--- src/hdl/bdll_pkg.sv ---
// Shared types and constants for the bounded doubly linked list.
package bdll_pkg;

    localparam int VALUE_W  = 32;
    localparam int OPCODE_W = 3;
    localparam int POS_W    = 8;
    localparam int STATUS_W = 2;

    typedef enum logic [OPCODE_W-1:0] {
        OP_ADD_BACK  = 3'd0,
        OP_ADD_FRONT = 3'd1,
        OP_REMOVE    = 3'd2,
        OP_READ_FWD  = 3'd3,
        OP_READ_BWD  = 3'd4
    } t_opcode;

    typedef enum logic [STATUS_W-1:0] {
        STAT_OK     = 2'd0,
        STAT_BADPOS = 2'd1,
        STAT_FULL   = 2'd2,
        STAT_EMPTY  = 2'd3
    } t_status;

    typedef enum logic [2:0] {
        SH_HOLD       = 3'd0,
        SH_PUSH_FRONT = 3'd1,
        SH_PUSH_BACK  = 3'd2,
        SH_REMOVE     = 3'd3,
        SH_ROT_FWD    = 3'd4,
        SH_ROT_BWD    = 3'd5
    } t_shift;

    typedef enum logic [1:0] {
        ST_IDLE = 2'b01,
        ST_READ = 2'b10
    } t_state;

    typedef struct packed {
        t_shift                     op;
        logic signed [VALUE_W-1:0]  value;
    } t_cell_ctl;

endpackage

--- src/hdl/bdll_cell.sv ---
// One storage cell of the list chain: holds the element at its own position.
module bdll_cell
    import bdll_pkg::*;
#(
    parameter int CW = 5
) (
    input  logic                       i_clk,
    input  t_cell_ctl                  i_ctl,
    input  logic [CW-1:0]              i_index,
    input  logic [CW-1:0]              i_count,
    input  logic [CW-1:0]              i_cut,
    input  logic signed [VALUE_W-1:0]  i_left,
    input  logic signed [VALUE_W-1:0]  i_right,
    input  logic signed [VALUE_W-1:0]  i_head,
    input  logic signed [VALUE_W-1:0]  i_tail,
    output logic signed [VALUE_W-1:0]  o_value
);

    logic signed [VALUE_W-1:0] r_value;
    logic signed [VALUE_W-1:0] n_value;
    logic [CW-1:0]             w_index_p1;

    assign w_index_p1 = i_index + CW'(1);

    always_comb begin
        n_value = r_value;
        unique case (i_ctl.op)
            SH_HOLD: begin
                n_value = r_value;
            end
            SH_PUSH_FRONT: begin
                n_value = (i_index == '0) ? i_ctl.value : i_left;
            end
            SH_PUSH_BACK: begin
                if (i_index == i_count) begin
                    n_value = i_ctl.value;
                end
            end
            SH_REMOVE: begin
                // Cells at and after the removed position close the gap.
                if (i_index >= i_cut) begin
                    n_value = i_right;
                end
            end
            SH_ROT_FWD: begin
                if (w_index_p1 == i_count) begin
                    n_value = i_head;
                end else if (w_index_p1 < i_count) begin
                    n_value = i_right;
                end
            end
            SH_ROT_BWD: begin
                if (i_index == '0) begin
                    n_value = i_tail;
                end else if (i_index < i_count) begin
                    n_value = i_left;
                end
            end
            default: begin
                n_value = r_value;
            end
        endcase
    end

    always_ff @(posedge i_clk) begin
        r_value <= n_value;
    end

    assign o_value = r_value;

endmodule

--- src/hdl/bounded_doubly_linked_list.sv ---
// Top level of the bounded doubly linked list: request decode and the cell chain.
//
// This block keeps an ordered list of up to CAPACITY signed 32-bit values and
// answers one request at a time. The list is held in a chain of cells in list
// order, the first element in cell zero, so that an add at the front or a remove
// is a local shift between neighboring cells. Add at the back, add at the front,
// remove at a 1-based position and the unused opcodes each give one result. A
// forward or backward read-out gives one result per element: the chain rotates
// by one cell per cycle while the output is not stalled, and the element at the
// front (forward) or the back (backward) of the chain is sent out each time. The
// chain is back in its original order when the read-out ends. A read-out of an
// empty list gives a single result with status list empty. An add on a full
// list gives status list full, and a remove at position zero or above the count
// gives status invalid position; neither changes the list. Every result carries
// the element count after the request, and the last result of each request has
// last_of_run set. The output is registered, so a result may wait on a stalled
// output while the block still takes the next single-result request as soon as
// the register is taken. While a read-out is in progress the input is stalled.
// Reset is synchronous and active low and empties the list.
module bounded_doubly_linked_list
    import bdll_pkg::*;
#(
    parameter int CAPACITY = 16
) (
    input  logic                                 i_clk,
    input  logic                                 i_rst_n,
    input  logic                                 i_valid,
    output logic                                 o_stall,
    input  logic [OPCODE_W-1:0]                  i_opcode,
    input  logic signed [VALUE_W-1:0]            i_item_value,
    input  logic [POS_W-1:0]                     i_position,
    output logic                                 o_valid,
    input  logic                                 i_stall,
    output logic signed [VALUE_W-1:0]            o_element_value,
    output logic [STATUS_W-1:0]                  o_status,
    output logic [$clog2(CAPACITY+1)-1:0]        o_element_count,
    output logic                                 o_last_of_run
);

    localparam int IW = $clog2(CAPACITY);
    localparam int CW = $clog2(CAPACITY + 1);

    // Control state.
    t_state                     r_state;
    t_state                     n_state;
    logic [CW-1:0]              r_count;
    logic [CW-1:0]              n_count;
    logic [CW-1:0]              r_left;
    logic [CW-1:0]              n_left;
    logic                       r_fwd;
    logic                       n_fwd;

    // Output register.
    logic                       r_out_valid;
    logic                       n_out_valid;
    logic signed [VALUE_W-1:0]  r_out_value;
    logic signed [VALUE_W-1:0]  n_out_value;
    t_status                    r_out_status;
    t_status                    n_out_status;
    logic [CW-1:0]              r_out_count;
    logic [CW-1:0]              n_out_count;
    logic                       r_out_last;
    logic                       n_out_last;

    // Chain wiring.
    t_cell_ctl                  w_ctl;
    logic [CW-1:0]              w_cut;
    logic signed [VALUE_W-1:0]  w_cell [CAPACITY];
    logic signed [VALUE_W-1:0]  w_tail;
    logic [IW-1:0]              w_tail_idx;
    logic                       w_out_free;
    logic                       w_accept;
    logic                       w_full;
    logic                       w_bad_pos;

    // The output register can take a new result when it is empty or being taken.
    assign w_out_free = !r_out_valid || !i_stall;
    assign o_stall    = (r_state != ST_IDLE) || !w_out_free;
    assign w_accept   = i_valid && !o_stall;

    assign w_full     = (r_count == CW'(CAPACITY));
    assign w_bad_pos  = (i_position == '0) || (i_position > POS_W'(r_count));
    assign w_cut      = CW'(i_position - POS_W'(1));

    // The tail cell sits at count minus one; it is only used while the list
    // holds at least one element.
    assign w_tail_idx = IW'(r_count - CW'(1));
    assign w_tail     = w_cell[w_tail_idx];

    always_comb begin
        n_state      = r_state;
        n_count      = r_count;
        n_left       = r_left;
        n_fwd        = r_fwd;
        n_out_valid  = r_out_valid && i_stall;
        n_out_value  = r_out_value;
        n_out_status = r_out_status;
        n_out_count  = r_out_count;
        n_out_last   = r_out_last;
        w_ctl.op     = SH_HOLD;
        w_ctl.value  = i_item_value;

        unique case (r_state)
            ST_IDLE: begin
                if (w_accept) begin
                    // Single-result requests load the output register now.
                    n_out_valid  = 1'b1;
                    n_out_value  = '0;
                    n_out_status = STAT_OK;
                    n_out_last   = 1'b1;
                    n_out_count  = r_count;
                    unique case (t_opcode'(i_opcode))
                        OP_ADD_BACK, OP_ADD_FRONT: begin
                            if (w_full) begin
                                n_out_status = STAT_FULL;
                            end else begin
                                w_ctl.op    = (t_opcode'(i_opcode) == OP_ADD_FRONT)
                                              ? SH_PUSH_FRONT : SH_PUSH_BACK;
                                n_count     = r_count + CW'(1);
                                n_out_count = r_count + CW'(1);
                            end
                        end
                        OP_REMOVE: begin
                            if (w_bad_pos) begin
                                n_out_status = STAT_BADPOS;
                            end else begin
                                w_ctl.op    = SH_REMOVE;
                                n_count     = r_count - CW'(1);
                                n_out_count = r_count - CW'(1);
                            end
                        end
                        OP_READ_FWD, OP_READ_BWD: begin
                            if (r_count == '0) begin
                                n_out_status = STAT_EMPTY;
                            end else begin
                                // Results come from the read-out state instead.
                                n_out_valid = 1'b0;
                                n_state     = ST_READ;
                                n_left      = r_count;
                                n_fwd       = (t_opcode'(i_opcode) == OP_READ_FWD);
                            end
                        end
                        default: begin
                            n_out_status = STAT_OK;
                        end
                    endcase
                end
            end
            ST_READ: begin
                if (w_out_free) begin
                    n_out_valid  = 1'b1;
                    n_out_value  = r_fwd ? w_cell[0] : w_tail;
                    n_out_status = STAT_OK;
                    n_out_count  = r_count;
                    n_out_last   = (r_left == CW'(1));
                    w_ctl.op     = r_fwd ? SH_ROT_FWD : SH_ROT_BWD;
                    n_left       = r_left - CW'(1);
                    if (r_left == CW'(1)) begin
                        n_state = ST_IDLE;
                    end
                end
            end
            default: begin
                n_state = ST_IDLE;
            end
        endcase
    end

    always_ff @(posedge i_clk) begin
        if (!i_rst_n) begin
            r_state     <= ST_IDLE;
            r_count     <= '0;
            r_left      <= '0;
            r_out_valid <= 1'b0;
        end else begin
            r_state     <= n_state;
            r_count     <= n_count;
            r_left      <= n_left;
            r_out_valid <= n_out_valid;
        end
    end

    always_ff @(posedge i_clk) begin
        r_fwd        <= n_fwd;
        r_out_value  <= n_out_value;
        r_out_status <= n_out_status;
        r_out_count  <= n_out_count;
        r_out_last   <= n_out_last;
    end

    // The chain of cells; the ends see zero from beyond the chain.
    for (genvar g = 0; g < CAPACITY; g++) begin : g_cell
        logic signed [VALUE_W-1:0] w_left;
        logic signed [VALUE_W-1:0] w_right;

        if (g == 0) begin : g_first
            assign w_left = '0;
        end else begin : g_inner_l
            assign w_left = w_cell[g-1];
        end

        if (g == CAPACITY - 1) begin : g_last
            assign w_right = '0;
        end else begin : g_inner_r
            assign w_right = w_cell[g+1];
        end

        bdll_cell #(
            .CW(CW)
        ) u_cell (
            .i_clk   (i_clk),
            .i_ctl   (w_ctl),
            .i_index (CW'(g)),
            .i_count (r_count),
            .i_cut   (w_cut),
            .i_left  (w_left),
            .i_right (w_right),
            .i_head  (w_cell[0]),
            .i_tail  (w_tail),
            .o_value (w_cell[g])
        );
    end

    assign o_valid         = r_out_valid;
    assign o_element_value = r_out_value;
    assign o_status        = r_out_status;
    assign o_element_count = r_out_count;
    assign o_last_of_run   = r_out_last;

endmodule

--- config.mk ---
export PLATFORM = sky130hd
export DESIGN_NAME = bounded_doubly_linked_list
export DESIGN_NICKNAME = d
export VERILOG_FILES = /design/src/hdl/bdll_pkg.sv /design/src/hdl/bdll_cell.sv /design/src/hdl/bounded_doubly_linked_list.sv
export SDC_FILE = /design/constraint.sdc
export NUM_CORES = 2
export LEC_CHECK = 0
export BUFFER_PORTS_ARGS = -buffer_cell sky130_fd_sc_hd__buf_2
export CAP_MARGIN = 20
export CORE_UTILIZATION = 51
export CTS_CLUSTER_SIZE = 16
export DETAILED_ROUTE_END_ITERATION = 6
export PLACE_DENSITY = 0.67
export SYNTH_ARGS = -nofsm -noshare
export SYNTH_HDL_FRONTEND = slang
export SYNTH_SLANG_ARGS = --single-unit
export TNS_END_PERCENT = 5
--- constraint.sdc ---
create_clock -name i_clk -period 24.2 [get_ports i_clk]
set_input_delay 4.84 -clock i_clk [delete_from_list [all_inputs] [get_ports i_clk]]
set_output_delay 4.84 -clock i_clk [all_outputs]
set_load 0.02 [all_outputs]
==> flow_metrics.py <==
metrics = {
    "run_status": {
        "outcome": "finished, violations left",
        "violations": "design-rule violations",
    },
    "critical_path": {
        "rr_worst_depth": 12,
        "crit_path_end": "o_stall",
        "crit_fanout": 4,
        "rrSetupSlack_ns": 18.26,
        "arrival_ns": 5.34,
        "reg2reg_to": "g_cell[9].u_cell.o_value[26]$_DFFE_PP_",
        "worstPathRequired_ns": 19.36,
        "rr_startpoint": "r_state[0]$_SDFFE_PN1P_",
        "critical_path_class": "primary input to output pin",
        "critPathLaunch": "i_stall",
        "critPathCaptureType": "output pin",
        "worstSetupStartpointType": "primary input",
    },
    "synth": {
        "syn_inst": 3392,
        "syn_nets": 3457,
        "ys_async_sr_fraction_pct": 0,
        "netlist_area_um2": 33600,
        "ys_types": 71,
        "yosysWarnings": 0,
        "ys_seq_area_share_pct": 50.19,
        "syn_area_per_cell_um2": 9.907,
        "synthFlopType": "edfxtp_1",
        "synth-seq-cells": 566,
        "synth_edf_count": 553,
    },
    "cells_and_area": {
        "instances_no_fill": 4196,
        "n_antenna_cell": 0,
        "final_nets": 3356,
        "syn_to_final_growth_pct": 10.07,
        "drive_gt1_share_pct": 14.64,
    },
    "timing": {
        "min_period_ns": 10.18,
        "drv_slew": 0,
        "finalSetupViolations": 0,
        "clock_skew_ns": 0.03273,
        "setup_tns_ns": 0,
        "rsz0062_at_grt": "no",
        "period_share_pct": 42.05,
        "max_slew_margin_pct": 21.43,
        "fmax_mhz": 98.26,
        "tightest_slew_ns": 1.179,
        "hold_viol": 0,
    },
    "routing": {
        "antenna_left": 0,
        "wl_per_cell_um": 31.57,
        "routed_wl_mm": 132.5,
        "dr.pass1.iters": 7,
        "viasPerCell": 7.274,
        "drt_iter0_drc": 5052,
        "vias": 30520,
        "drcViolationCount": 3,
    },
    "clock_network": {
        "cts_buffers": 67,
        "cts_setup_buffers": 0,
        "hold_buffers": 0,
        "htree_num_levels": 3,
        "ctsResizeCount": 0,
        "cts_sinks": 566,
        "root_buffer": "clkbuf_16",
        "cts_buffer_depth": 3,
        "clkTransAtPathRegs_ns": 0.05,
        "clk_latency_ns": 0.63,
        "cts_tree": "done",
    },
    "place": {
        "io_buffers": 88,
        "dp_cells": 4077,
        "gp_routability_congestion": 0.9229,
        "place_hpwl_mm": 66.06,
    },
    "floorplanning": {
        "die_area_um2": 66920,
        "fp.dieH_um": 258.7,
        "start_util_pct": 51.85,
        "rows": 93,
        "io_pins": 89,
        "coreArea_um2": 64810,
        "die_w_um": 258.7,
    },
    "power": {
        "power_frac_seq_pct": 41.1,
        "internal_power_mw": 2.196,
        "swShare_pct": 35.41,
        "power.density_nw_per_um2": 91.91,
        "vdd_drop_max_mv": 0.06370,
        "pwr-share-clk_pct": 30.3,
        "switching_power_mw": 1.204,
        "p_total_mw": 3.400,
        "leakage_nw": 11.17,
        "combPwrFrac_pct": 28.7,
    },
    "global_route": {
        "grt_first_pass_wirelength_mm": 190.0,
        "grt_max_degree": 239,
        "antenna_found_initial": 3,
        "first_global_vias": 29030,
        "gr-usage-all-layers_pct": 39.01,
        "grt-ovfl-total": 0,
    },
    "worst_hold_path": {
        "hold_class": "flop to flop",
    },
    "job": {
        "drv_cap": 0,
    },
}
[routing by layer]
layer	track usage (%)	share of wire [%]	wire (um)	vias up
met1	50.65	33	44320	14490
met5	0	0.0068	9	-
li1	-	-	-	12280
met2	57.98	43	56630	3020
met4	24.69	7.5	9955	2
met3	10.67	16	21570	723
[worst min-delay path by stage]
stage	start	endpoint	slack, ns	cells past startpoint
2_1_floorplan	r_left[3]$_SDFFE_PN0P_	r_left[3]$_SDFFE_PN0P_	0.47	2
3_3_place_gp	r_left[3]$_SDFFE_PN0P_	r_left[3]$_SDFFE_PN0P_	0.48	2
3_5_place_dp	r_left[3]$_SDFFE_PN0P_	r_left[3]$_SDFFE_PN0P_	0.50	2
4_1_cts	r_left[3]$_SDFFE_PN0P_	r_left[3]$_SDFFE_PN0P_	0.51	2
5_1_grt	r_left[3]$_SDFFE_PN0P_	r_left[3]$_SDFFE_PN0P_	0.53	2
6_report	r_left[3]$_SDFFE_PN0P_	r_left[3]$_SDFFE_PN0P_	0.51	2
[synthesized netlist by cell type, types with 3 or more instances]
| cell type | n | share of area [%] |
|---|---|---|
| edfxtp_1 | 553 | 49 |
| nand3b_1 | 3 | 0.067 |
| nor2b_1 | 36 | 0.67 |
| nand3_1 | 26 | 0.39 |
| nor4_1 | 6 | 0.11 |
| inv_1 | 13 | 0.15 |
| dfxtp_1 | 13 | 0.77 |
| mux4_2 | 160 | 11 |
| and3_1 | 39 | 0.73 |
| nor4_2 | 4 | 0.15 |
| buf_4 | 12 | 0.27 |
| a22oi_1 | 3 | 0.067 |
| o21a_1 | 3 | 0.067 |
| buf_2 | 81 | 1.2 |
| a31oi_1 | 421 | 7.8 |
| nand2_1 | 879 | 9.8 |
| a2111oi_0 | 5 | 0.13 |
| a21o_1 | 8 | 0.18 |
| nand4_1 | 4 | 0.074 |
| or3_1 | 8 | 0.15 |
| o21ai_0 | 25 | 0.37 |
| o211ai_1 | 5 | 0.11 |
| and2_1 | 34 | 0.63 |
| a21oi_1 | 38 | 0.57 |
| clkinv_1 | 3 | 0.034 |
| a211oi_1 | 7 | 0.16 |
| buf_1 | 44 | 0.49 |
| ha_1 | 18 | 0.67 |
| o21ai_1 | 16 | 0.24 |
| nor2_1 | 520 | 5.8 |
| xnor2_1 | 7 | 0.18 |
| a221o_1 | 95 | 2.8 |
| nor3_2 | 3 | 0.089 |
| nand2b_1 | 9 | 0.17 |
| clkbuf_1 | 195 | 2.2 |
| o22ai_1 | 5 | 0.093 |
| mux2i_1 | 35 | 1.0 |
| nor3_1 | 16 | 0.24 |
[layout by cell type, fill, tap and decap left out, types with 4 or more instances in the layout]
cell type,instances
nor4_4,4
mux4_2,160
nand2b_1,9
o21ai_4,16
a21oi_1,35
ha_1,17
nand2_1,879
a21o_1,8
nor3_1,10
mux2i_1,35
clkbuf_1,11
clkinv_1,14
a2111oi_2,5
dfxtp_1,12
nor3_2,9
nor4_2,4
edfxtp_1,553
bufinv_16,6
buf_2,88
inv_1,12
and3_1,36
o22ai_1,5
clkinv_2,14
clkbuf_8,4
nor2_1,517
o211ai_1,5
clkbuf_16,70
a221o_1,95
nor2b_1,36
nand3_1,25
a31oi_1,421
or3_1,8
nand4_1,4
and2_1,34
a211oi_4,5
o21ai_0,25
xnor2_1,5
buf_4,71
[power by group through the flow]
stage / logic (mW) / clock network, mW / registers (mW)
after global routing: 1.00 / 1.07 / 1.41
after detailed placement: 0.932 / 0 / 1.41
final: 0.974 / 1.03 / 1.40
after floorplan: 0.579 / 0 / 1.41
after CTS: 0.934 / 1.03 / 1.39
after global placement: 0.902 / 0 / 1.40
[logic make-up (layout without fill, tap and decap cells)]
kind of cell / count (synthesis) / count (layout) / synth area share, %
flip-flops: 566 / 566 / 50.19
multiplexers: 195 / 195 / 11.77
buffers and inverters: 348 / 297 / 4.323
AND/OR/NAND/NOR: 1601 / 1601 / 19.44
adder cells (fa/ha/maj): 18 / 18 / 0.6702
AO/OA/AOI/OAI: 656 / 656 / 13.40
XOR/XNOR: 8 / 8 / 0.2085
[state kept, by name, indices dropped and copies added (netlist names)]
name                   flops
o_element_count            5
o_element_value           32
o_status                   2
o_valid                    1
r_fwd                      1
g_cell.u_cell.o_value    512
r_count                    5
r_state                    2
o_last_of_run              1
r_left                     5
[cell type report]
class | count | area (um2)
well taps | 855 | 1070
multi-input cells | 2478 | 15790
inverters | 16 | 60.06
flip-flops and latches | 566 | 16870
clock inverters | 34 | 322.8
clock buffers | 85 | 1848
fillers | 5447 | 27820
repair buffers | 162 | 1025
[worst max-delay path, stage by stage]
cell and delay, ns:
buf_2 0.10, nand2_1 0.16, nand2_1 0.07, buf_2 0.17
[per-stage QoR]
stage	hold WS, ns	setup slack, ns	cell area [um2]	util [%]
5_1_grt	0.5276	13.98	36990	57.07
3_5_place_dp	0.4964	14.02	34820	53.72
4_1_cts	0.5073	14.02	36990	57.07
3_3_place_gp	0.4841	14.02	34810	53.70
6_report	0.5052	14.02	36990	57.07
2_1_floorplan	0.4669	12.09	33600	-
Note: power is estimated with default switching activity, not from simulation.
